==> src/hdl/sps_pkg.sv <==
// Shared types, prefix table and lookup functions for the statement prefix matcher.
`timescale 1ns / 1ps

package sps_pkg;

	localparam int NumPfx = 37;
	localparam int PfxMax = 32;
	localparam int PosW = 6;

	localparam logic [1:0] GRP_NONE   = 2'd0;
	localparam logic [1:0] GRP_SHOW   = 2'd1;
	localparam logic [1:0] GRP_SELECT = 2'd2;
	localparam logic [1:0] GRP_SET    = 2'd3;

	localparam int ShowLast   = 20;
	localparam int SelectLast = 29;

	typedef logic [8*PfxMax-1:0] pfx_text_t;

	typedef struct packed {
		logic       emit;
		logic [7:0] ch;
		logic       last;
	} norm_beat_t;

	typedef struct packed {
		logic       suppress;
		logic [1:0] match_group;
	} match_res_t;

	localparam pfx_text_t PFX_TEXT [NumPfx] = '{
		"show databases", "show schemas", "show tables",
		"show full tables", "show table status", "show columns",
		"show fields", "show keys", "show indexes",
		"show index", "show variables", "show global variables",
		"show session variables", "show warnings", "show engines",
		"show character set", "show charset", "show collation",
		"show grants", "show create table", "show create database",
		"select database()", "select schema()", "select version()",
		{"select connec", "tion_id()"}, {"select current", "_user()"},
		"select user()", "select @@", "select @@session.",
		"select @@global.",
		"set names", {"set charac", "ter_set_results"}, "set autocommit",
		{"set sql_sel", "ect_limit"}, {"set net_wri", "te_timeout"},
		"set session transaction", "use "
	};

	function automatic logic [PosW-1:0] pfx_len(input int k);
		int n;
		n = 0;
		for (int b = 0; b < PfxMax; b++) begin
			if (PFX_TEXT[k][8*b +: 8] != 8'h00) begin
				n = n + 1;
			end
		end
		return PosW'(n);
	endfunction

	function automatic logic [7:0] pfx_char(input int k, input int j);
		int n;
		n = int'(pfx_len(k));
		if (j < n) begin
			return PFX_TEXT[k][8*(n-1-j) +: 8];
		end
		return 8'h00;
	endfunction

	function automatic logic [1:0] pfx_group(input int k);
		if (k <= ShowLast) begin
			return GRP_SHOW;
		end
		if (k <= SelectLast) begin
			return GRP_SELECT;
		end
		return GRP_SET;
	endfunction

endpackage

==> src/hdl/sps_front.sv <==
// Front end: accepts raw bytes, folds whitespace and case, and queues normalized beats.
`timescale 1ns / 1ps

module sps_front (
	input  logic                clk,
	input  logic                arst_n,
	input  logic                push,
	input  logic [7:0]          text_byte,
	input  logic                has_byte,
	input  logic                last,
	output logic                full,
	output logic                q_push,
	output sps_pkg::norm_beat_t q_beat,
	input  logic                q_full
);

	logic prev_space_q;
	logic ws;
	logic upper;
	logic accept;

	assign full   = q_full;
	assign accept = push && !q_full;
	assign q_push = accept;

	assign ws    = (text_byte == 8'h20) || (text_byte >= 8'h09 && text_byte <= 8'h0D);
	assign upper = (text_byte >= 8'h41) && (text_byte <= 8'h5A);

	always_comb begin
		q_beat.last = last;
		q_beat.emit = has_byte && (!ws || !prev_space_q);
		if (ws) begin
			q_beat.ch = 8'h20;
		end else if (upper) begin
			q_beat.ch = text_byte + 8'h20;
		end else begin
			q_beat.ch = text_byte;
		end
	end

	always_ff @(posedge clk or negedge arst_n) begin
		if (!arst_n) begin
			prev_space_q <= 1'b1;
		end else if (accept) begin
			if (last) begin
				prev_space_q <= 1'b1;
			end else if (has_byte) begin
				prev_space_q <= ws;
			end
		end
	end

endmodule

==> config.mk <==
export PLATFORM = sky130hd
export DESIGN_NAME = sps_front
export DESIGN_NICKNAME = d
export VERILOG_FILES = /design/src/hdl/sps_pkg.sv /design/src/hdl/sps_front.sv
export SDC_FILE = /design/constraint.sdc
export NUM_CORES = 1
export LEC_CHECK = 0
export ABC_AREA = 0
export BUFFER_PORTS_ARGS = -buffer_cell sky130_fd_sc_hd__buf_2
export CORE_AREA = 2 2 39 41
export CTS_BUF_LIST = sky130_fd_sc_hd__clkbuf_2 sky130_fd_sc_hd__clkbuf_4 sky130_fd_sc_hd__clkbuf_8
export CTS_CLUSTER_SIZE = 8
export DETAILED_ROUTE_END_ITERATION = 16
export DIE_AREA = 0 0 41 43
export PLACE_DENSITY = 0.52
export SYNTH_ARGS = -nofsm -noshare
export SYNTH_HDL_FRONTEND = slang
export SYNTH_SLANG_ARGS = --single-unit
==> constraint.sdc <==
create_clock -name clk -period 3.6 [get_ports clk]
set_clock_uncertainty 0.05 [all_clocks]
set_input_delay 0.54 -clock clk [delete_from_list [all_inputs] [get_ports clk]]
set_output_delay 0.54 -clock clk [all_outputs]
set_load 0.02 [all_outputs]
## Word level (Yosys, flattened, before mapping)

Index checks and enable logic that the tools add are counted.

- Latch bits: 0
- Memories kept: 0
- Input port bits: 14
- ROM bits: 0
- Memory bits (writable): 0
- Bits in registers: 1
- Output and inout port bits: 12

- $lt $le $gt $ge: 4
- $mul: 0
- Shift-type cells: 0
- Multiplexer cells: 4
- Reductions and logical operators: 11
- Eq/ne operators: 1
- Add/sub/neg operators: 1
- Div/mod/pow operators: 0
- Bitwise logic cells: 0

Operator list:

| cell | number |
|---|---|
| 2-to-1 mux 8 bit | 2 |
| adder 8 x 6 -> 8 bit, second input constant | 1 |
| equality test 8 x 6 -> 1 bit, second input constant | 1 |
| >= comparator 8 x 4 -> 1 bit, second input constant | 1 |
| >= comparator 8 x 7 -> 1 bit, second input constant | 1 |
| <= comparator 8 x 4 -> 1 bit, second input constant | 1 |
| <= comparator 8 x 7 -> 1 bit, second input constant | 1 |
| logical AND 1 bit | 4 |
| logical NOT 1 bit | 3 |
| logical OR 1 bit | 2 |
| 2-to-1 mux 1 bit | 2 |
| AND reduction 2 bit | 1 |
| nonzero test 2 bit | 1 |

## Longest topological paths before layout

Gate-level depths: netlist of the first run.

- Word-level depth: 6
- Depth in mapped cells: 4
- Mapped depth without buffers: 4

## Worst setup path after synthesis of the first run

OpenSTA, ideal clock, no wires.

- Path kind: input to output
- Start point: input port text_byte[2]
- End point: output port q_beat[9] in the netlist's numbering
- Stages on the path: 4
- Setup slack: 1.011 ns
- Arrival time: 1.999 ns
- Cells stage by stage: or4b_1 -> a21o_1 -> a2111oi_4 -> a21boi_0

RTL lines:

| element | RTL line | RTL |
|---|---|---|
| start: declaration | sps_front.sv:8 | `input logic [7:0] text_byte,` |
| end: declaration | sps_front.sv:13 | `output sps_pkg::norm_beat_t q_beat,` |

==> flow_metrics.py, run 1 <==
metrics = {
    "routing": {
        "drt-vias-per-instance": 4.56,
        "dr.pass1.iters": 2,
        "ant_nets": 0,
        "drt-total-wl_microns": 693,
        "drt-initial-drc-count": 2,
        "drc": 0,
        "avgRoutedWirePerCell_microns": 9.63,
        "vias": 328,
    },
    "floorplan": {
        "rows": 14,
        "die_w_microns": 41,
        "ios": 26,
        "dieArea_sq_mm": 0.00176,
        "die_h_microns": 43,
        "core_sq_mm": 0.00138,
        "start_util_pct": 19.2,
    },
    "yosys": {
        "synth_top_area_cell": "a2111oi_4",
        "syn_area_per_cell_sq_um": 7.80,
        "synth-edff-count": 0,
        "synth_top_family_by_area": "simple AND/OR/NAND/NOR gates",
        "synth_fa_ha_area_share_pct": 4.72,
        "synth.distinct_cells": 26,
        "yosys_most_used_dff": "dfstp_2",
        "yosysSeqAreaShare_pct": 9.91,
        "synth-xor-area-share_pct": 0,
        "synth.net_count": 49,
        "post_synth_instance_area_sq_um": 265,
        "synth_top_cell_area_share_pct": 10.4,
        "synth-simple-area-share_pct": 44.3,
        "syn_inst": 34,
        "ys_warn_count": 0,
        "synth.area.top_cells": "a2111oi_4 10%, dfstp_2 9.9%, a21boi_0 5.7%, buf_4 5.7%, nor2_1 5.7%",
        "async_flop_share_pct": 100,
        "synth_compound_area_share_pct": 32.5,
        "ys_seq_elements": 1,
        "synth.mux.area_fraction_pct": 0,
    },
    "cells_and_area": {
        "n_antenna_cell": 0,
        "regMostFlops": "prev_space_q",
        "top_regs": "prev_space_q (1)",
        "drive_above_1_share_pct": 53.6,
        "area_growth_syn_to_layout_pct": 47.6,
        "nets": 73,
        "largest_register_ffs": 1,
        "fin_util_pct": 28.3,
        "design_area_sq_um": 392,
        "stdcell_count": 72,
    },
    "grt": {
        "grt_antenna_before_repair": 0,
        "grt-ovfl-total": 0,
        "grt_pass1_vias": 288,
        "grt_pass1_wl_microns": 1140,
        "grt.total_usage_pct": 8.62,
        "grt_max_degree": 7,
    },
    "placement": {
        "gp_congestion": 0.715,
        "port-buffer-count": 25,
        "dp_cells": 72,
        "hpwl_microns": 623,
        "placed_cell_area_sq_um": 392,
    },
    "clocking": {
        "clock_latency_ns": 0,
        "cts.clk_slew.worst_paths_ns": 0,
        "cts_resized": 0,
        "hold_buffers": 0,
        "cts_setup_buffers": 0,
    },
    "power": {
        "powerDensity_mw_per_mm2": 154,
        "p_leak_nw": 0.181,
        "peakVddDrop_mv": 0.0841,
    },
    "timing": {
        "setup_viol": 0,
        "fin_crit_sh_pct": 78.2,
        "timing.final.hold_violations": 0,
        "maxSlewViolCount": 0,
        "fin_crit_ns": 2.82,
        "fmax_mhz": 355,
        "fin_hold_ws_ns": 0.423,
        "relSlewSlack_pct": 70.3,
        "worstMarginPinSlew_ns": 0.446,
        "setup_tns_ns": 0,
        "grt_setup_unrepaired": "false",
    },
    "critical_path": {
        "cp.required_ns": 3.01,
        "worstPathArrival_ns": 2.23,
        "cp_max_fo": 6,
        "crit_type": "input port to output pin",
        "critPathCaptureType": "output pin",
        "critPathLaunchType": "input port",
    },
    "job": {
        "drv_cap": 0,
    },
    "status": {
        "status": "finished clean",
    },
    "min_path": {
        "hold_path.class": "input port to async pin",
    },
}
-- final timing paths --
path	start	endpoint	slack, ns	depth (start not counted)
min in group clk	prev_space_q	prev_space_q	0.45	1
max	text_byte[2]	q_beat[6]	0.78	6
max in group asynchronous	arst_n	prev_space_q	3.06	1
max reg2reg	prev_space_q	prev_space_q	2.86	1
min	arst_n	prev_space_q	0.42	1
min reg2reg	prev_space_q	prev_space_q	0.45	1
-- power by group --
part	total [mW]	internal, mW	switching, mW
Combinational	0.0456	0.0192	0.0263
Clock	0	0	0
Sequential	0.0149	0.0142	0.000653
Total	0.0604	0.0335	0.0270
-- layout by cell type, fill, tap and decap left out, drive strengths merged, types with 2 or more instances in the layout --
cell type,Yosys,final
buf,2,25
nor2,4,4
nor2b,3,3
a21boi,2,2
nand2,2,2
nand2b,2,2
or3,2,2
-- cells by family after synthesis --
family / Yosys count
AND/OR/NAND/NOR: 19
AO/OA/AOI/OAI: 9
buffers and inverters: 4
adder cells (fa/ha/maj): 1
flip-flops: 1
-- synthesized netlist by cell type, types with 2 or more instances --
| cell type | count |
|---|---|
| nor2b_1 | 2 |
| nand2b_1 | 2 |
| a21boi_0 | 2 |
| buf_4 | 2 |
| nor2_1 | 4 |
| nand2_1 | 2 |
-- stage by stage --
stage | power [mW] | setup slack, ns
2_1_floorplan | 0.0414 | 1.01
5_1_grt | 0.0656 | 0.688
3_3_place_gp | 0.0609 | 0.812
6_report | 0.0604 | 0.784
4_1_cts | 0.0613 | 0.765
3_5_place_dp | 0.0611 | 0.765
-- critical path, stage by stage --
cell	delay, ns
buf_2	0.13
or4b_1	0.51
a21o_1	0.20
a2111oi_4	0.50
or3_2	0.19
buf_2	0.15
-- cell type report --
cell class | count | area (sq um)
sequential | 1 | 26.3
multi-input combinational | 29 | 216
timing repair buffer | 25 | 125
inverter | 1 | 3.75
tap | 16 | 20.0
fill | 163 | 992
-- per-layer routing --
metal | up-vias | wire length (microns) | GRT usage, %
met5 | - | 0 | 0
met4 | 0 | 0 | 0
met3 | 0 | 25 | 0
met2 | 9 | 388 | 16.3
met1 | 151 | 278 | 10.9
li1 | 168 | - | -
(Power assumes the default switching activity.)
==> run 2, diff against run 1 <==
--- a/config.mk
+++ b/config.mk
@@ -12,7 +12,7 @@
 export CTS_CLUSTER_SIZE = 8
 export DETAILED_ROUTE_END_ITERATION = 16
 export DIE_AREA = 0 0 41 43
-export PLACE_DENSITY = 0.52
+export PLACE_DENSITY = 0.53
 export SYNTH_ARGS = -nofsm -noshare
 export SYNTH_HDL_FRONTEND = slang
 export SYNTH_SLANG_ARGS = --single-unit
==> constraint.sdc (replaced) <==
create_clock -name clk -period 2.3 [get_ports clk]
set_clock_uncertainty 0.05 [all_clocks]
set_input_delay 0.345 -clock clk [delete_from_list [all_inputs] [get_ports clk]]
set_output_delay 0.345 -clock clk [all_outputs]
set_load 0.02 [all_outputs]
==> flow_metrics.py, run 2 (same netlist as run 1, synthesis figures left out) <==
metrics = {
    "cells_and_area": {
        "fillers": 148,
        "n_antenna_cell": 0,
        "fin_util_pct": 35.7,
        "regMostFlops": "prev_space_q",
        "area_growth_syn_to_layout_pct": 86.3,
        "nets": 82,
        "drive_above_1_share_pct": 61.5,
        "design_area_sq_um": 494,
        "mostFrequentLayoutCell": "buf_2",
        "largest_register_ffs": 1,
        "top_regs": "prev_space_q (1)",
        "final_cell_mix": "19 x buf_2, 11 x buf_4, 4 x buf_6",
    },
    "floorplan": {
        "core_sq_mm": 0.00138,
        "start_util_pct": 19.2,
        "rows": 14,
        "dieArea_sq_mm": 0.00176,
        "die_w_microns": 41,
        "die_h_microns": 43,
        "ios": 26,
    },
    "critical_path": {
        "worstPathArrival_ns": 1.89,
        "crit_path_cell_trace": "buf_6, or4b_1, a21o_1, a2111oi_4, buf_4, nor2b_1, buf_4",
        "path_delay_family": "simple AND/OR/NAND/NOR gates",
        "cp_max_fo": 4,
        "path_common_cell": "buf_4",
        "crit_path_top_delay_cell": "or4b_1",
        "cpPeakStageDelay_ns": 0.52,
        "worst-path-buf-inv": 3,
        "cp.required_ns": 1.90,
        "critPathCaptureType": "output pin",
        "critPathLaunchType": "input port",
        "crit_type": "input port to output pin",
    },
    "power": {
        "peakVddDrop_mv": 0.113,
        "p_leak_nw": 0.237,
        "p_total_mw": 0.111,
        "powerDensity_mw_per_mm2": 225,
    },
    "timing": {
        "setup_viol": 0,
        "worstMarginPinSlew_ns": 0.336,
        "fin_hold_ws_ns": 0.232,
        "grt_setup_unrepaired": "true",
        "fin_crit_ns": 2.28,
        "fmax_mhz": 438,
        "timing.final.hold_violations": 0,
        "maxSlewViolCount": 0,
        "fin_crit_sh_pct": 99.3,
        "relSlewSlack_pct": 77.6,
        "worst_slack_ns": 0.0167,
    },
    "routing": {
        "drc": 0,
        "ant_nets": 0,
        "drt-initial-drc-count": 3,
        "drt-total-wl_microns": 758,
        "avgRoutedWirePerCell_microns": 9.36,
        "vias": 367,
        "drt-vias-per-instance": 4.53,
        "dr.pass1.iters": 4,
    },
    "placement": {
        "placed_cell_area_sq_um": 452,
        "gp_congestion": 0.674,
        "port-buffer-count": 25,
        "post-place-ws_ns": -0.0687,
        "hpwl_microns": 651,
    },
    "min_path": {
        "hold_path.class": "input port to async pin",
    },
    "grt": {
        "grt_pass1_vias": 308,
        "grt_max_degree": 7,
        "grt-ovfl-total": 0,
        "grt_pass1_wl_microns": 1210,
        "grt.total_usage_pct": 8.91,
        "grt_antenna_before_repair": 0,
    },
    "status": {
        "status": "finished clean",
    },
    "clocking": {
        "cts.clk_slew.worst_paths_ns": 0,
        "clock_latency_ns": 0,
    },
    "job": {
        "drv_cap": 0,
    },
}
run 2: layout make-up:
| class | instances | area, sq um | area share (%) |
|---|---|---|---|
| tap | 16 | 20.0 | 4.05 |
| sequential | 1 | 26.3 | 5.32 |
| multi-input combinational | 29 | 221 | 44.8 |
| timing repair buffer | 34 | 223 | 45.1 |
| inverter | 1 | 3.75 | 0.759 |
run 2: repair_timing:
| item | 4_1_cts | 5_1_grt |
|---|---|---|
| hold buffers | 0 | 0 |
| setup buffers | 1 | 0 |
| gates resized for setup | 7 | 4 |
| endpoints found under the setup margin | 5 | 4 |
| pin swaps | 2 | 0 |
run 2: worst paths after layout:
check	start	to	slack (ns)	cells past startpoint
setup / recovery	text_byte[2]	q_beat[1]	0.02	7
hold / removal	arst_n	prev_space_q	0.23	1
setup reg to reg	prev_space_q	prev_space_q	1.56	1
hold reg to reg	prev_space_q	prev_space_q	0.46	1
max in group asynchronous	arst_n	prev_space_q	1.95	1
min in group clk	prev_space_q	prev_space_q	0.46	1
run 2: stage by stage:
| step | cells | TNS (ns) |
|---|---|---|
| 3_3_place_gp | 80 | -0.275 |
| 5_1_grt | 81 | -0.169 |
| 4_1_cts | 81 | 0 |
| 6_report | 81 | 0 |
| 3_5_place_dp | 80 | -0.255 |
| 2_1_floorplan | 34 | 0 |
run 2: metal layers:
metal | vias up | global-route usage, % | share of wire (%)
met3 | 0 | 0 | 5.3
met1 | 170 | 13.7 | 42
li1 | 189 | - | -
met4 | 0 | 0 | 0
met5 | - | 0 | 0
met2 | 8 | 14.4 | 53
run 2: power by group:
part | total [mW] | internal [mW] | switching [mW] | leakage [nW]
logic | 0.0877 | 0.0438 | 0.0439 | 0.227
registers | 0.0234 | 0.0223 | 0.00117 | 0.0105
clock network | 0 | 0 | 0 | 0
total | 0.111 | 0.0661 | 0.0451 | 0.237
==> run 3, diff against run 2 <==
--- a/config.mk
+++ b/config.mk
@@ -5,7 +5,7 @@
 export SDC_FILE = /design/constraint.sdc
 export NUM_CORES = 1
 export LEC_CHECK = 0
-export ABC_AREA = 0
+export ABC_AREA = 1
 export BUFFER_PORTS_ARGS = -buffer_cell sky130_fd_sc_hd__buf_2
 export CORE_AREA = 2 2 39 41
 export CTS_BUF_LIST = sky130_fd_sc_hd__clkbuf_2 sky130_fd_sc_hd__clkbuf_4 sky130_fd_sc_hd__clkbuf_8
==> flow_metrics.py, run 3 <==
metrics = {
    "placement": {
        "gp_congestion": 0.652,
        "port-buffer-count": 25,
        "hpwl_microns": 590,
    },
    "clocking": {
        "cts.clk_slew.worst_paths_ns": 0,
        "hold_buffers": 0,
        "cts_setup_buffers": 0,
        "cts_resized": 0,
        "clock_latency_ns": 0,
    },
    "timing": {
        "maxSlewViolCount": 0,
        "timing.final.hold_violations": 0,
        "setup_viol": 0,
        "fin_crit_ns": 1.56,
        "relSlewSlack_pct": 85.7,
        "worstMarginPinSlew_ns": 0.214,
        "setup_tns_ns": 0,
        "grt_setup_unrepaired": "false",
        "fmax_mhz": 639,
        "fin_crit_sh_pct": 68.0,
    },
    "yosys": {
        "yosys-top-cells-count": "13 x inv_1, 11 x nor2_1, 8 x nand3_1",
        "synth_fa_ha_area_share_pct": 4.69,
        "synth_top_cell_area_share_pct": 18.3,
        "post_synth_instance_area_sq_um": 267,
        "synth-edff-count": 0,
        "ys_seq_elements": 1,
        "synth_top_family_by_area": "simple AND/OR/NAND/NOR gates",
        "yosysSeqAreaShare_pct": 9.86,
        "synth_top_area_cell": "inv_1",
        "synth-simple-area-share_pct": 54.0,
        "synth.area.top_cells": "inv_1 18%, nor2_1 15%, nand3_1 15%, dfstp_2 9.9%, nand2_1 9.9%",
        "syn_inst": 53,
        "ys_warn_count": 0,
        "synth.mux.area_fraction_pct": 0,
        "synth.net_count": 68,
        "synth_compound_area_share_pct": 4.69,
        "yosys_most_used_dff": "dfstp_2",
        "syn_area_per_cell_sq_um": 5.03,
        "synth.distinct_cells": 15,
        "synth_most_common_cell": "inv_1",
        "async_flop_share_pct": 100,
        "synth-xor-area-share_pct": 0,
    },
    "routing": {
        "vias": 363,
        "drt-initial-drc-count": 5,
        "dr.pass1.iters": 4,
        "drt-vias-per-instance": 3.99,
        "avgRoutedWirePerCell_microns": 7.13,
        "drc": 0,
        "drt-total-wl_microns": 649,
        "ant_nets": 0,
    },
    "grt": {
        "grt_antenna_before_repair": 0,
        "grt_max_degree": 5,
        "grt_pass1_vias": 262,
        "grt.total_usage_pct": 6.71,
        "grt-ovfl-total": 0,
        "grt_pass1_wl_microns": 917,
    },
    "cells_and_area": {
        "top_regs": "prev_space_q (1)",
        "area_growth_syn_to_layout_pct": 47.4,
        "final_cell_mix": "25 x buf_2, 13 x inv_1, 11 x nor2_1",
        "largest_register_ffs": 1,
        "nets": 92,
        "drive_above_1_share_pct": 38.7,
        "mostFrequentLayoutCell": "buf_2",
        "fillers": 171,
        "n_antenna_cell": 0,
        "regMostFlops": "prev_space_q",
    },
    "floorplan": {
        "ios": 26,
        "die_h_microns": 43,
        "rows": 14,
        "core_sq_mm": 0.00138,
        "dieArea_sq_mm": 0.00176,
        "start_util_pct": 19.3,
        "die_w_microns": 41,
    },
    "critical_path": {
        "worstPathArrival_ns": 1.17,
        "critPathCaptureType": "output pin",
        "crit_type": "input port to output pin",
        "cp.required_ns": 1.90,
        "cp_max_fo": 4,
        "critPathLaunchType": "input port",
        "reg2reg_depth": 4,
    },
    "status": {
        "status": "finished clean",
    },
    "power": {
        "powerDensity_mw_per_mm2": 241,
        "p_leak_nw": 0.257,
        "p_total_mw": 0.0947,
        "peakVddDrop_mv": 0.124,
    },
    "job": {
        "drv_cap": 0,
    },
    "min_path": {
        "hold_path.class": "input port to async pin",
    },
}
-- run 3: metal layers --
layer  part of all wire (%)  vias up  track usage, %
li1                       -      203               -
met1                     51      139            10.8
met2                     37       21            10.3
met3                     13        0               0
met4                      0        0               0
met5                      0        -               0
-- run 3: final timing paths --
path	from	end	slack, ns
max	text_byte[4]	q_beat[2]	0.74
min	arst_n	prev_space_q	0.23
max reg2reg	prev_space_q	prev_space_q	1.47
min reg2reg	prev_space_q	prev_space_q	0.50
max in group asynchronous	arst_n	prev_space_q	1.95
min in group clk	prev_space_q	prev_space_q	0.50
-- run 3: cell type report --
type                       count  area [sq um]  share of cell area [%]
tap                           16          20.0                    5.10
inverter                      14          52.6                    13.4
multi-input combinational     35           169                    43.0
timing repair buffer          25           125                    31.8
sequential                     1          26.3                    6.69
-- run 3: kinds of logic after synthesis --
group	after synthesis
AO/OA/AOI/OAI	2
adder cells (fa/ha/maj)	1
buffers and inverters	17
flip-flops	1
AND/OR/NAND/NOR	32
-- run 3: stage by stage --
stage	utilization [%]	cells	instance area, sq um	hold slack, ns	worst slack (ns)
final	28.4	91	393	0.228	0.735
after detailed placement	28.4	91	393	0.231	0.728
after global placement	28.4	91	393	0.228	0.735
after CTS	28.4	91	393	0.231	0.722
after floorplan	-	53	267	0.147	0.877
after global routing	28.4	91	393	0.231	0.634
-- run 3: worst max-delay path, stage by stage --
cell and delay [ns]:
buf_2 0.11, inv_1 0.08, nand2_1 0.05, nor2_1 0.08
nand3_1 0.08, nand2_2 0.09, nand2_2 0.06, inv_2 0.07
nor2_1 0.04, buf_2 0.15
-- run 3: report_power, final --
part | switching (mW) | internal [mW] | total, mW
registers | 0.00123 | 0.0227 | 0.0240
clock network | 0 | 0 | 0
logic | 0.0438 | 0.0269 | 0.0707
