`config.mk`:
```
export PLATFORM = sky130hd
export DESIGN_NAME = sps_fifo
export DESIGN_NICKNAME = d
export VERILOG_FILES = /design/src/hdl/sps_fifo.sv
export SDC_FILE = /design/constraint.sdc
export NUM_CORES = 1
export LEC_CHECK = 0
export BUFFER_PORTS_ARGS = -buffer_cell sky130_fd_sc_hd__buf_2
export CAP_MARGIN = 0
export CORE_UTILIZATION = 40
export DETAILED_ROUTE_END_ITERATION = 10
export HOLD_SLACK_MARGIN = 0.05
export PLACE_DENSITY_LB_ADDON = 0.15
export SYNTH_ARGS = -nofsm -noshare
export SYNTH_HDL_FRONTEND = slang
export SYNTH_SLANG_ARGS = --single-unit
```
`constraint.sdc`:
```
create_clock -name clk -period 2.4 [get_ports clk]
set_clock_uncertainty 0.15 [all_clocks]
set_input_delay 0.48 -clock clk [delete_from_list [all_inputs] [get_ports clk]]
set_output_delay 0.48 -clock clk [all_outputs]
set_load 0.05 [all_outputs]
```
`src/hdl/sps_fifo.sv`:
```
// Small register queue with push/full and pop/empty sides.
`timescale 1ns / 1ps

module sps_fifo #(
	parameter int Width = 8,
	parameter int Depth = 2
) (
	input  logic             clk,
	input  logic             arst_n,
	input  logic             push,
	input  logic [Width-1:0] din,
	output logic             full,
	input  logic             pop,
	output logic [Width-1:0] dout,
	output logic             empty
);

	localparam int PtrW = (Depth > 1) ? $clog2(Depth) : 1;
	localparam int CntW = $clog2(Depth + 1);

	logic [Width-1:0] mem_q [Depth];
	logic [PtrW-1:0]  wr_ptr_q;
	logic [PtrW-1:0]  rd_ptr_q;
	logic [CntW-1:0]  count_q;
	logic             do_push;
	logic             do_pop;

	assign do_push = push && !full;
	assign do_pop  = pop && !empty;
	assign full    = (count_q == CntW'(Depth));
	assign empty   = (count_q == '0);
	assign dout    = mem_q[rd_ptr_q];

	always_ff @(posedge clk) begin
		if (do_push) begin
			mem_q[wr_ptr_q] <= din;
		end
	end

	always_ff @(posedge clk or negedge arst_n) begin
		if (!arst_n) begin
			wr_ptr_q <= '0;
			rd_ptr_q <= '0;
			count_q  <= '0;
		end else begin
			if (do_push) begin
				wr_ptr_q <= (wr_ptr_q == PtrW'(Depth - 1)) ? '0 : wr_ptr_q + 1'b1;
			end
			if (do_pop) begin
				rd_ptr_q <= (rd_ptr_q == PtrW'(Depth - 1)) ? '0 : rd_ptr_q + 1'b1;
			end
			unique case ({do_push, do_pop})
				2'b10: count_q <= count_q + 1'b1;
				2'b01: count_q <= count_q - 1'b1;
				default: count_q <= count_q;
			endcase
		end
	end

endmodule

```
After elaboration in Yosys (flattened, before gate mapping)
Memory sizes are Yosys's and may differ from the RTL's.
Cells that the tools add are included.
{"block": "totals", "ff_bits": 4, "mem_bits_rw": 16, "input_bits": 12, "out_inout_bits": 10, "wordCells": 22, "memories": 1}
{"block": "classes", "add_sub_neg": 4, "eq_ne": 3, "muxes": 5, "n_reduce_logical": 6}
{"name": "mem_q", "depth": 2, "word_bits": 8, "read_ports": 1, "rd_clocked_by_memory_dff": 0, "write_ports": 1, "line": "21", "text": "logic [Width-1:0] mem_q [Depth];"}
{"op": "$eq 2x2->1 const B", "count": 2}
{"op": "$mux 1", "count": 4}
{"op": "$pmux 2 s2", "count": 1}
{"op": "$add 1x1->1 const B", "count": 2}
{"op": "$add 2x1->2 const B", "count": 1}
{"op": "$eq 2x1->1 const B", "count": 1}
{"op": "$logic_and 1x1->1", "count": 2}
{"op": "$logic_not 1->1", "count": 2}
{"op": "$logic_not 2->1", "count": 1}
{"op": "$reduce_bool 2->1", "count": 1}
{"op": "$sub 2x1->2 const B", "count": 1}

Longest topological paths before layout
Gate-level depths: netlist of run 1.
{"block": "logic_depth", "word_depth": 5, "depth_mapped": 6, "depth_no_buf": 6}

Worst setup path after synthesis of run 1
OpenSTA, ideal clock, no wires.
{"block": "synth_path", "path_type": "register -> register", "start": "register count_q[0]", "end": "register count_q[1]", "setup_ns": 0.079, "t_arrival_ns": 1.813, "required_time_ns": 2.171, "path_slack_ns": 0.358, "stages_incl_launch_ff": 6, "path_buffers": 0, "period_less_slack_ns": 2.042, "cell_sequence": "dfrtp_1 nor2_1 nor2b_2 ha_1 nor2_1 xor2_1"}
{"block": "synth_via", "elab_chain_len": 5, "word_cells_on_any_way": 12, "cone_classes": "2 x add/sub; 3 x eq/ne; 1 x mux; 6 x reduce/logical"}
{"item": "start: declaration", "line": "24", "text": "logic [CntW-1:0] count_q;"}
{"item": "start signal: assignment", "line": "53", "text": "2'b10: count_q <= count_q + 1'b1;"}
{"item": "start signal: assignment", "line": "54", "text": "2'b01: count_q <= count_q - 1'b1;"}
{"item": "start signal: assignment", "line": "55", "text": "default: count_q <= count_q;"}
{"item": "$logic_not 2->1 (*)", "line": "31", "text": "assign empty = (count_q == '0);"}
{"item": "net empty", "line": "15", "text": "output logic empty"}
{"item": "$logic_not 1->1 (*)", "line": "29", "text": "assign do_pop = pop && !empty;"}
{"item": "$logic_and 1x1->1 (*)", "line": "29"}
{"item": "net do_pop", "line": "26", "text": "logic do_pop;"}
{"item": "$eq 2x1->1 or $eq 2x2->1 (tied branches)", "line": "52", "text": "unique case ({do_push, do_pop})"}
{"item": "$pmux 2 s2 or $reduce_bool 2->1 (tied branches)"}
Mark *: on every way through the listed nets, which the timed path passes. The rest lies on a longest branch.
A chain may end at the register's enable or synchronous reset.

Worst setup path in the final report of run 1
{"block": "layout_path", "start": "register rd_ptr_q", "end": "output port dout[5]"}
{"block": "layout_via", "elab_chain_len": 1}
{"item": "start: declaration", "line": "23", "text": "logic [PtrW-1:0] rd_ptr_q;"}
{"item": "start signal: assignment", "line": "50", "text": "rd_ptr_q <= (rd_ptr_q == PtrW'(Depth - 1)) ? '0 : rd_ptr_q + 1'b1;"}
{"item": "$mem_v2 2x8"}
{"item": "end: declaration", "line": "14", "text": "output logic [Width-1:0] dout,"}
Every way passes these cells.

==> results of run 1 <==
[how the worst min path moves through the flow]
stage / from / endpoint / slack [ps] / cells past startpoint
after CTS: din[6] / mem_q[0][6] / 210 / 1
after floorplan: arst_n / count_q[0] / 30 / 0
after global placement: arst_n / count_q[0] / 140 / 1
after detailed placement: arst_n / count_q[1] / 140 / 1
after global routing: din[6] / mem_q[0][6] / 190 / 1
final: din[6] / mem_q[0][6] / 220 / 1
[synthesized netlist by cell type]
cell / n / share of area
mux2_2: 8 / 0.12
nand2b_1: 1 / 0.0081
nor2_1: 3 / 0.015
nor2b_2: 1 / 0.011
ha_1: 1 / 0.016
and3_1: 1 / 0.0081
xor2_1: 2 / 0.023
dfrtp_1: 4 / 0.13
inv_1: 1 / 0.0049
nand2_1: 1 / 0.0049
xnor2_1: 3 / 0.034
buf_2: 1 / 0.0065
edfxtp_1: 16 / 0.62
[state kept, by name (all words and copies together), names as in the netlist]
signal,count
count_q,2
mem_q,16
rd_ptr_q,1
wr_ptr_q,1
[kinds of logic (layout without fill, tap and decap cells)]
group / after synthesis / count (layout) / share of synthesized area
buf+inv: 2 / 28 / 0.0113
fa+ha+maj: 1 / 1 / 0.0162
flops: 20 / 20 / 0.752
mux: 8 / 8 / 0.117
simple gates: 7 / 7 / 0.0470
xor+xnor: 5 / 5 / 0.0567
[routing by layer]
| layer | track usage | vias up | part of all wire |
|---|---|---|---|
| li1 | - | 207 | - |
| met1 | 0.127 | 206 | 0.45 |
| met2 | 0.180 | 14 | 0.51 |
| met3 | 0.0476 | 0 | 0.041 |
| met4 | 0.0706 | 0 | 0 |
| met5 | 0 | - | 0 |
[cell type report]
cell class                 instances  area [sq um]
sequential                        20           581
timing repair buffer              23           123
clock inverter                     1          3.75
multi-input combinational         21           183
inverter                           1          3.75
tap                               25          31.3
fill                             170           817
clock buffer                       3          22.5
[report_power, final]
| group | internal [mW] | total, mW | leakage, nW | switching [mW] |
|---|---|---|---|---|
| logic | 0.192 | 0.602 | 0.177 | 0.410 |
| registers | 0.485 | 0.551 | 0.195 | 0.0660 |
| clock network | 0.0605 | 0.154 | 0.0154 | 0.0934 |
| total | 0.737 | 1.31 | 0.387 | 0.569 |
[through the flow]
stage / instances / total power [mW] / hold slack (ps) / worst slack (ps)
after floorplan: 43 / 1.04 / 34.4 / 358
after global placement: 89 / 1.16 / 144 / 627
after detailed placement: 89 / 1.17 / 144 / 616
after CTS: 94 / 1.32 / 208 / 276
after global routing: 94 / 1.38 / 194 / 222
final: 94 / 1.31 / 219 / 305
[repair_timing]
| item | in CTS | in global routing |
|---|---|---|
| endpoints found under the hold margin | 4 | 0 |
| gates resized for setup | 0 | 0 |
| hold buffers | 1 | 0 |
==> results, run 1 <==
- The first-iteration detailed-routing DRC count is 5.
- The floorplan step defined a die boundary enclosing between 0.002 and 0.0025 sq mm.
- Once layout is done, the placed cells without fillers occupy 947 sq um.
- The detailed-route vias per instance is roughly 4.5.
- The number of cells on the worst reg-to-reg path is 5.
- The cell leakage power is between 0.3 and 0.4 nW.
- The critical path ends at dout[5].
- The starting density of the core is 0.438.
- Entering global routing, the biggest net connects 12 pins.
- In this run the worst path has a maximum fanout of 9.
- The die is roughly 46 um wide.
- The clock sink total is 20.
- The CTS tree is yes.
- The combined area of all synthesized cells is between 700 and 800 sq um.
- After clock tree synthesis, the setup repair step added 0 buffers.
- The number of buffers and inverters on the critical path is 1.
- The wire length of the first global-routing pass is 1530 um.
- The worst stage delay on the critical path is between 500 and 600 ps.
- STA classifies the critical path startpoint as a flop.
- The number of H-tree branching levels is 1.
- After clock tree synthesis, the clock-pin slew on the worst setup and hold paths is 100 ps.
- 0 antenna diodes ended up in the layout.
- The via count of the first global-routing pass is around 370.
- Setup repair after global routing left no endpoint under its margin.
- The worst register-to-register path has a setup slack of around 850 ps.
- The number of max-slew violations in the final report is 0.
- The number of antenna violations at the first check in global routing is 0.
- The count of buffers added on input and output ports is 21.
- The overall via count from detail_route is about 430.
- The run finished with clean final reports.
- The total routing resource utilization after global routing is 0.114.
- In this run, synthesis produced a sequential element count of 20.
- For the finished layout, the period the worst path requires is 2100 ps.
- In this run the power density over the cells is roughly 1400 mW/mm^2.
- The number of nets at the end of the flow is 83.
- Across the run, the number of max-cap violations was 0.
- After routing, the total negative slack on setup checks comes to 0 ps.
- The portion of the clock cycle consumed by the worst path in the final layout is 0.873.
- Setup violations remaining at the end of the flow were counted as 0.
- The path length in cells of the critical path is 2.
- The final count of hold timing violations is 0.
- The tightest min-delay check is of the in2reg type.
- The total core area is 0.00176 sq mm.
- The routability congestion estimate from global placement is around 0.66.
- The final routed DRC violation total is 0.
- The area growth from synthesis to layout is 22.7%.
- VDD sags by at most 0.000824 V.
- The relative max-transition margin is 0.751.
- Traced cell by cell, the critical path runs through mux2_2, buf_2.
- The final core utilization is 0.537.
- In this run the critical register-to-register path is launched from count_q[0].
- In this design, the largest share of critical-path delay is due to flip-flops.
- The Yosys warning count is 0.
- Of the cells placed in the final design, the portion with a size suffix greater than 1 is 0.493.
- The floorplan die height is 45.9 um.
- The sequential share of the synthesized area is 0.752.
- The post-route antenna net violation count is 0.
- The leftover overflow at the end of global routing is 0.
- The total wire length is approximately 1100 um.
- Leaving out fill and tap cells, the most frequent cells in the layout are buf_2, edfxtp_1, mux2_2, dfrtp_1.
- The transition time at the pin with the least slew margin is 374 ps.
- The most common library cell in the layout ignoring fill and taps is buf_2.
- The clock network latency to the later pin of the worst-skew pair is roughly 290 ps.
- The endpoint of the worst register-to-register path is count_q[1].
- The critical path starts at rd_ptr_q.
- STA classifies the critical path endpoint as an output port.
- The clock passes through at most 2 buffers.
- After synthesis, the netlist uses 13 different library cells.
- The instance count of the mapped netlist is between 40 and 50.
- The critical path arrival is ~1500 ps.
- The clock buffer count from CTS is 3.
- By startpoint and endpoint, the worst setup path is classified as reg2out.
- The placed instances occupy a cell area of a little over 900 sq um.
- The required arrival time at the worst endpoint is 1770 ps.
- In this run the core area contains 15 standard-cell rows.
- The number of nets in the synthesized netlist is 56.
- Dividing the detail-routed wire length by the instance count gives about 11 um.
- Summed over all nets, the half-perimeter wirelength after detailed placement is approximately 750 um.
- The total I/O pin count is 22.
- The number of optimization iterations in the first detailed-route pass is 2.
- Static timing analysis puts the maximum clock frequency at approximately 0.48 GHz.
- After synthesis, the mean cell area works out to 18.0 sq um.
- The largest individual stage delay along the critical path comes from the cell dfrtp_1.
- CTS placed an instance of clkbuf_4 at the clock tree root.
(Power assumes the default switching activity.)
==> inputs of run 2 (changes only) <==
CORE_MARGIN = 3   (was default)
GPL_TIMING_DRIVEN = 0   (was default)
==> run 2 against run 1 <==
Count of clock-buffer cells in the layout increased by 1. Via count decreased by 2.1%. Sequential power decreased by 4.9%. Routed wire length increased by 5.0%. Flip-flop and latch count unchanged. Combinational power increased by 4.3%. Non-clock buffer count unchanged. Largest cell class unchanged. Largest power group unchanged.
==> results, run 2 (synthesis gave the netlist of run 1 again) <==
- The flow ran to the end, and the final reports show no timing, DRC or antenna violations.
- The tool flagged a number of max-cap violations equal to 0.
- The leftover overflow at the end of global routing is 0.
- The number of nets at the end of the flow is between 80 and 90.
- The via count of the first global-routing pass came to 428.
- The clock sink total is 20.
- In the final layout, the registers with the most flip-flops are mem_q: 16 flops, count_q: 2 flops.
- Before antenna repair, the detailed router went through 3 iterations.
- STA classifies the critical path endpoint as an output port.
- The clock network latency to the later pin of the worst-skew pair is between 200 and 300 ps.
- On the worst path, the slowest cell contributes a delay of between 300 and 400 ps.
- The count of final setup violators is 0.
- The highest clock rate is around 0.49 GHz.
- In the layout the commonest cells are buf_2, edfxtp_1, mux2_2, dfrtp_1.
- Dividing the detail-routed wire length by the instance count gives 12.0 um.
- The highest layer used for signal routing is met4.
- The worst pin sits at a relative slew slack of 0.551.
- The register with the most flip-flops in the layout has 16 of them.
- By instance count, the cell type seen most on the critical path is buf_2.
- Routability-driven placement finished with a final weighted congestion of between 0.7 and 0.8.
- For this run, the total global-route usage over all layers was measured as 0.103.
- The clock tree root buffer cell is clkbuf_4.
- The family of cells with the greatest summed delay on the critical path is buffers and inverters.
- IR analysis of the VDD net gives a maximum drop of just under 0.0007 V.
- The critical path goes through buf_2, mux2_2, buf_2.
- The CTS tree is yes.
- The first-iteration detailed-routing DRC count is 6.
- The number of antenna violations at the first check in global routing was 0.
- The number of max-slew violations in the final report is 0.
- Clock-pin slew was measured on the worst setup and hold paths at about 100 ps.
- The worst-case register-to-register setup slack is around 640 ps.
- The required arrival time at the worst endpoint is ~1800 ps.
- The initial utilization of the core area, before any placement, comes to 0.433.
- The detail route stage leaves a number of antenna-violating nets equal to 0.
- The core region is around 0.0018 sq mm.
- After detailed routing, the number of vias per cell comes to ~4.4.
- The power per cell area is 1390 mW/mm^2.
- In the final layout, the share of cells above drive strength 1 is 0.493.
- The worst setup slack before clock tree synthesis is 631 ps.
- Summing over every cut layer, the via total after detailed routing is roughly 420.
- Counting flops per register, the top entry is mem_q.
- The sum of met3 wire segment lengths after detailed routing is around 70 um.
- The die covers 0.00249 sq mm.
- The transition time at the pin with the least slew margin is 671 ps.
- The row count is 15.
- The overall power after layout is ~1.3 mW.
- The largest individual stage delay along the critical path comes from the cell mux2_2.
- The number of clock buffers added by TritonCTS is 3.
- Of all nets on the critical path, the largest fanout is 9.
- The post-layout minimum cycle time is approximately 2000 ps.
- By startpoint and endpoint, the worst setup path is classified as reg2out.
- The final count of hold timing violations came to 0.
- The min-delay analysis places its worst path in the category in2reg.
- The maximum clock insertion buffer count is 2.
- Entering global routing, the biggest net connects 12 pins.
- Together, buffers and inverters on the worst path number 2.
- For the final routed database, the setup TNS stands at 0 ps.
- The first global-routing pass estimated 1880 um of wire.
- The repair_antennas step left the layout with diodes totalling 0.
- The analysis attributes to cell leakage a power of around 0.39 nW.
- In the detailed route, the total length drawn on met2 is between 500 and 600 um.
- In this run the vertical extent of the chip is 49.9 um.
- The die boundary width is approximately 50 um.
- Across all setup checks in the final design, the least slack found is approximately 340 ps.
- After detailed routing, the number of remaining DRC violations is 0.
- The number of port buffers is 21.
- In this run the number of H-tree levels came out at 1.
- Of the available clock period, the critical path in the final layout requires 0.858.
- For this block, the routed nets add up to roughly 1100 um of wire.
- The library cell used most frequently in the layout, excluding fill and tap cells, is buf_2.
- In the final routing, the length of wire on met1 measures ~450 um.
- From synthesis to final layout, the design area changed by 22.4%.
- The worst setup path is launched from a flop.
- Setup repair after global routing left no endpoint under its margin.
- The total I/O pin count is 22.
- The critical path arrival is about 1400 ps.
- The HPWL after detailed placement is between 800 and 900 um.
==> run 2: final cells by class <==
type                    count  area (sq um)
clock buffers               4          26.3
plain buffers               1          5.00
repair buffers             22           115
well taps                  25          31.3
fillers                   169           838
flip-flops and latches     20           581
inverters                   1          3.75
multi-input cells          21           183
==> run 2: final timing paths <==
path / from / endpoint / cells after the start
min in group asynchronous: arst_n / count_q[0] / 2
max in group asynchronous: arst_n / rd_ptr_q / 2
max reg2reg: count_q[0] / mem_q[0][2] / 3
min reg2reg: count_q[1] / count_q[1] / 1
min: din[3] / mem_q[0][3] / 1
max: rd_ptr_q / dout[0] / 3
==> run 2: report_power, final <==
group          switching, mW  internal (mW)
clock                 0.0934         0.0647
sequential            0.0387          0.485
combinational          0.436          0.191
==> run 2: per-layer routing <==
metal	track usage	vias to the layer above
li1	-	206
met1	0.130	197
met2	0.161	13
met4	0.0415	0
met3	0.0332	2
met5	0	-
==> run 2: what timing repair did <==
item,CTS,global route
setup buffers,0,0
gates resized for setup,0,0
hold buffers,1,0
hold endpoints to repair,4,0
==> run 2: through the flow <==
| stage | utilization | hold slack [ps] | area (sq um) | instances |
|---|---|---|---|---|
| floorplan | - | 34.4 | 772 | 43 |
| global placement | 0.509 | 143 | 908 | 89 |
| detailed placement | 0.509 | 144 | 908 | 89 |
| CTS | 0.530 | 217 | 945 | 94 |
| global route | 0.530 | 199 | 945 | 94 |
| finish | 0.530 | 214 | 945 | 94 |
==> inputs of run 3 (changes only) <==
ABC_AREA = 0   (was default)
CELL_PAD_IN_SITES_DETAIL_PLACEMENT = 0   (was default)
CELL_PAD_IN_SITES_GLOBAL_PLACEMENT = 1   (was default)
SKIP_CTS_REPAIR_TIMING = 1   (was default)
==> run 3 against run 2 <==
Via count up 0.48%. Register-to-register slack lost 20 ps. Critical path depth is the same. Combinational power up 0.8%. Global-route usage rose by 0.14 points. Clock power is 6% lower. Routed wire length up 3.1%. Sequential share of layout area is 0.25 points higher. Final area decreased by 0.40%. Die area did not move. Sequential power hardly changed.
==> results, run 3 (synthesis gave the netlist of run 1 again) <==
- The critical path contains buffers and inverters numbering 2 combined.
- The total I/O pin count is 22.
- The setup TNS is 0 ps.
- The largest registers in the layout are mem_q: 16 flops, count_q: 2 flops.
- Along the worst hold path, the cell count comes to 1.
- Setup repair after global routing left no endpoint under its margin.
- The most critical setup path has its endpoint at dout[4].
- Data on the critical path is required at its endpoint by approximately 1800 ps.
- The worst setup slack before clock tree synthesis is between 600 and 700 ps.
- The register with the most flip-flops in the layout has 16 of them.
- The number of max-slew violations in the final report is 0.
- The number of antenna violations at the first check in global routing is 0.
- The area growth from synthesis to layout is 21.9%.
- The area occupied by registers is 581 sq um.
- Across every metal layer, demand over resource in global routing totals 0.104.
- The setup check on the worst reg-to-reg path leaves a slack of slightly above 600 ps.
- The critical path runs through a total of 3 cells.
- Headroom to the max-slew limit came out at 0.526.
- Across all setup checks in the final design, the least slack found is about 350 ps.
- After detailed placement, the design holds a cell count of approximately 90.
- Buffers inserted during clock tree synthesis total 3.
- The most frequent cell on the critical path is buf_2.
- The final count of hold timing violations was 0.
- The relative contribution of combinational cells to total power is 0.484.
- The number of nets at the end of the flow is 83.
- More flip-flops sit in one register than any other, and that register is mem_q.
- The worst reg2reg path startpoint is count_q[0].
- Leaving out fill and tap cells, the most frequent cells in the layout are buf_2, edfxtp_1, mux2_2, dfrtp_1.
- The maximum clock insertion buffer count is 2.
- The transition time at the pin with the least slew margin is a little over 700 ps.
- The die boundary width is between 40 and 50 um.
- The wire length of the first global-routing pass is ~1900 um.
- The flow ran to the end, and the final reports show no timing, DRC or antenna violations.
- The pin count of the biggest net entering global routing is 11.
- In this run the number of H-tree levels came out at 1.
- The post-layout minimum cycle time is between 2000 and 2500 ps.
- Detailed placement ended at an HPWL of roughly 800 um.
- The floorplan die height is around 50 um.
- Of the total power, the share spent switching nets is 0.437.
- In this run the worst hold path is classified as in2reg.
- The clock transition at the registers of the reported paths is around 100 ps.
- STA classifies the critical path startpoint as a flop.
- The master of the slowest instance on the critical path is mux2_2.
- The detailed-route vias per instance is 4.52.
- The endpoint of the worst register-to-register path is mem_q[0][5].
- On the critical path the largest part of the delay comes from buffers and inverters.
- The routed length per instance is 12.5 um.
- The overall via count from detail_route is 420.
- STA classifies the critical path endpoint as an output port.
- The floorplan step defined a die boundary enclosing 0.00249 sq mm.
- The clock tree root buffer cell is clkbuf_4.
- For this design the ratio of total power to cell area is 1390 mW/mm^2.
- The critical path arrival is 1420 ps.
- The number of antenna diodes in the final layout is 0.
- The detailed router finished its first iteration with 8 violations.
- The via count of the first global-routing pass came to 450.
- The cell leakage power is around 0.38 nW.
- For this run, the detailed router's first-pass iteration total came to 3.
- The finished layout holds 93 standard cells, fillers aside.
- TritonCTS built the clock tree.
- The peak supply drop is between 0.0006 and 0.0007 V.
- The leftover overflow at the end of global routing is 0.
- The tool flagged a number of max-cap violations equal to 0.
- In the routed design, unresolved DRC markers number 0.
- The critical path goes through buf_2, mux2_2, buf_2.
- Setup violations remaining at the end of the flow were counted as 0.
- The fraction of power consumed by sequential logic is 0.402.
- The share of total power dissipated in the clock network is 0.114.
- Fill cells in the final layout number 160.
- The clock network latency to the later pin of the worst-skew pair is ~280 ps.
- The share of final-layout standard cells stronger than drive strength 1 is 0.500.
- The maximum net fanout on the critical path is 9.
- In this run the worst setup path begins at rd_ptr_q.
- The critical path class is reg2out.
- Clock tree synthesis found a total of 20 sinks.
- The library cell used most frequently in the layout, excluding fill and tap cells, is buf_2.
- The number of port buffers is 21.
- The internal portion of the total power is about 740 uW.
- The portion of the clock cycle consumed by the worst path in the final layout is 0.852.
- For the worst flop-to-flop path, the logic depth is 3.
- The net switching power is about 570 uW.
- The count of nets left with antenna violations once routing finished came out at 0.
- For this configuration, the core starts out at a cell density of 0.433.
- The total wire length is approximately 1200 um.
- The floorplan step defined a core boundary enclosing approximately 0.0018 sq mm.
- The routability congestion estimate from global placement is between 0.6 and 0.7.
- The area of the multi-input gates is ~180 sq um.
- On the final layout, the worst hold slack is between 200 and 250 ps.
- The row count is 15.
- The largest single stage delay on the critical path is 360 ps.
- Static timing analysis puts the maximum clock frequency at ~0.49 GHz.
==> run 3: layout make-up <==
cell class              instances  area share
plain buffers                   1     0.00532
clock buffers                   3      0.0239
multi-input cells              21       0.194
repair buffers                 22       0.122
flip-flops and latches         20       0.617
well taps                      25      0.0332
inverters                       1     0.00399
==> run 3: metrics by stage <==
stage / util / area [sq um] / power [mW]
after global routing: 0.528 / 941 / 1.38
after CTS: 0.522 / 931 / 1.32
after detailed placement: 0.509 / 908 / 1.17
final: 0.528 / 941 / 1.31
after floorplan: - / 772 / 1.04
after global placement: 0.509 / 908 / 1.16
==> run 3: worst min path at each step <==
stage	slack, ps	startpoint	endpoint
3_5_place_dp	140	arst_n	count_q[0]
5_1_grt	210	din[5]	mem_q[0][5]
2_1_floorplan	30	arst_n	count_q[0]
6_report	230	din[3]	mem_q[1][3]
3_3_place_gp	140	arst_n	count_q[0]
4_1_cts	-180	arst_n	wr_ptr_q
==> run 3: power groups by stage <==
stage / Combinational (mW) / Clock [mW] / Sequential [mW]
final: 0.633 / 0.149 / 0.526
after global routing: 0.674 / 0.167 / 0.536
after CTS: 0.642 / 0.152 / 0.524
after detailed placement: 0.637 / 0 / 0.532
after global placement: 0.634 / 0 / 0.530
after floorplan: 0.519 / 0 / 0.523
==> run 3: metal layers <==
layer / track usage / wire, um
met4: 0.0553 / 0
met5: 0 / 0
met1: 0.121 / 501
met2: 0.178 / 606
met3: 0.0211 / 56
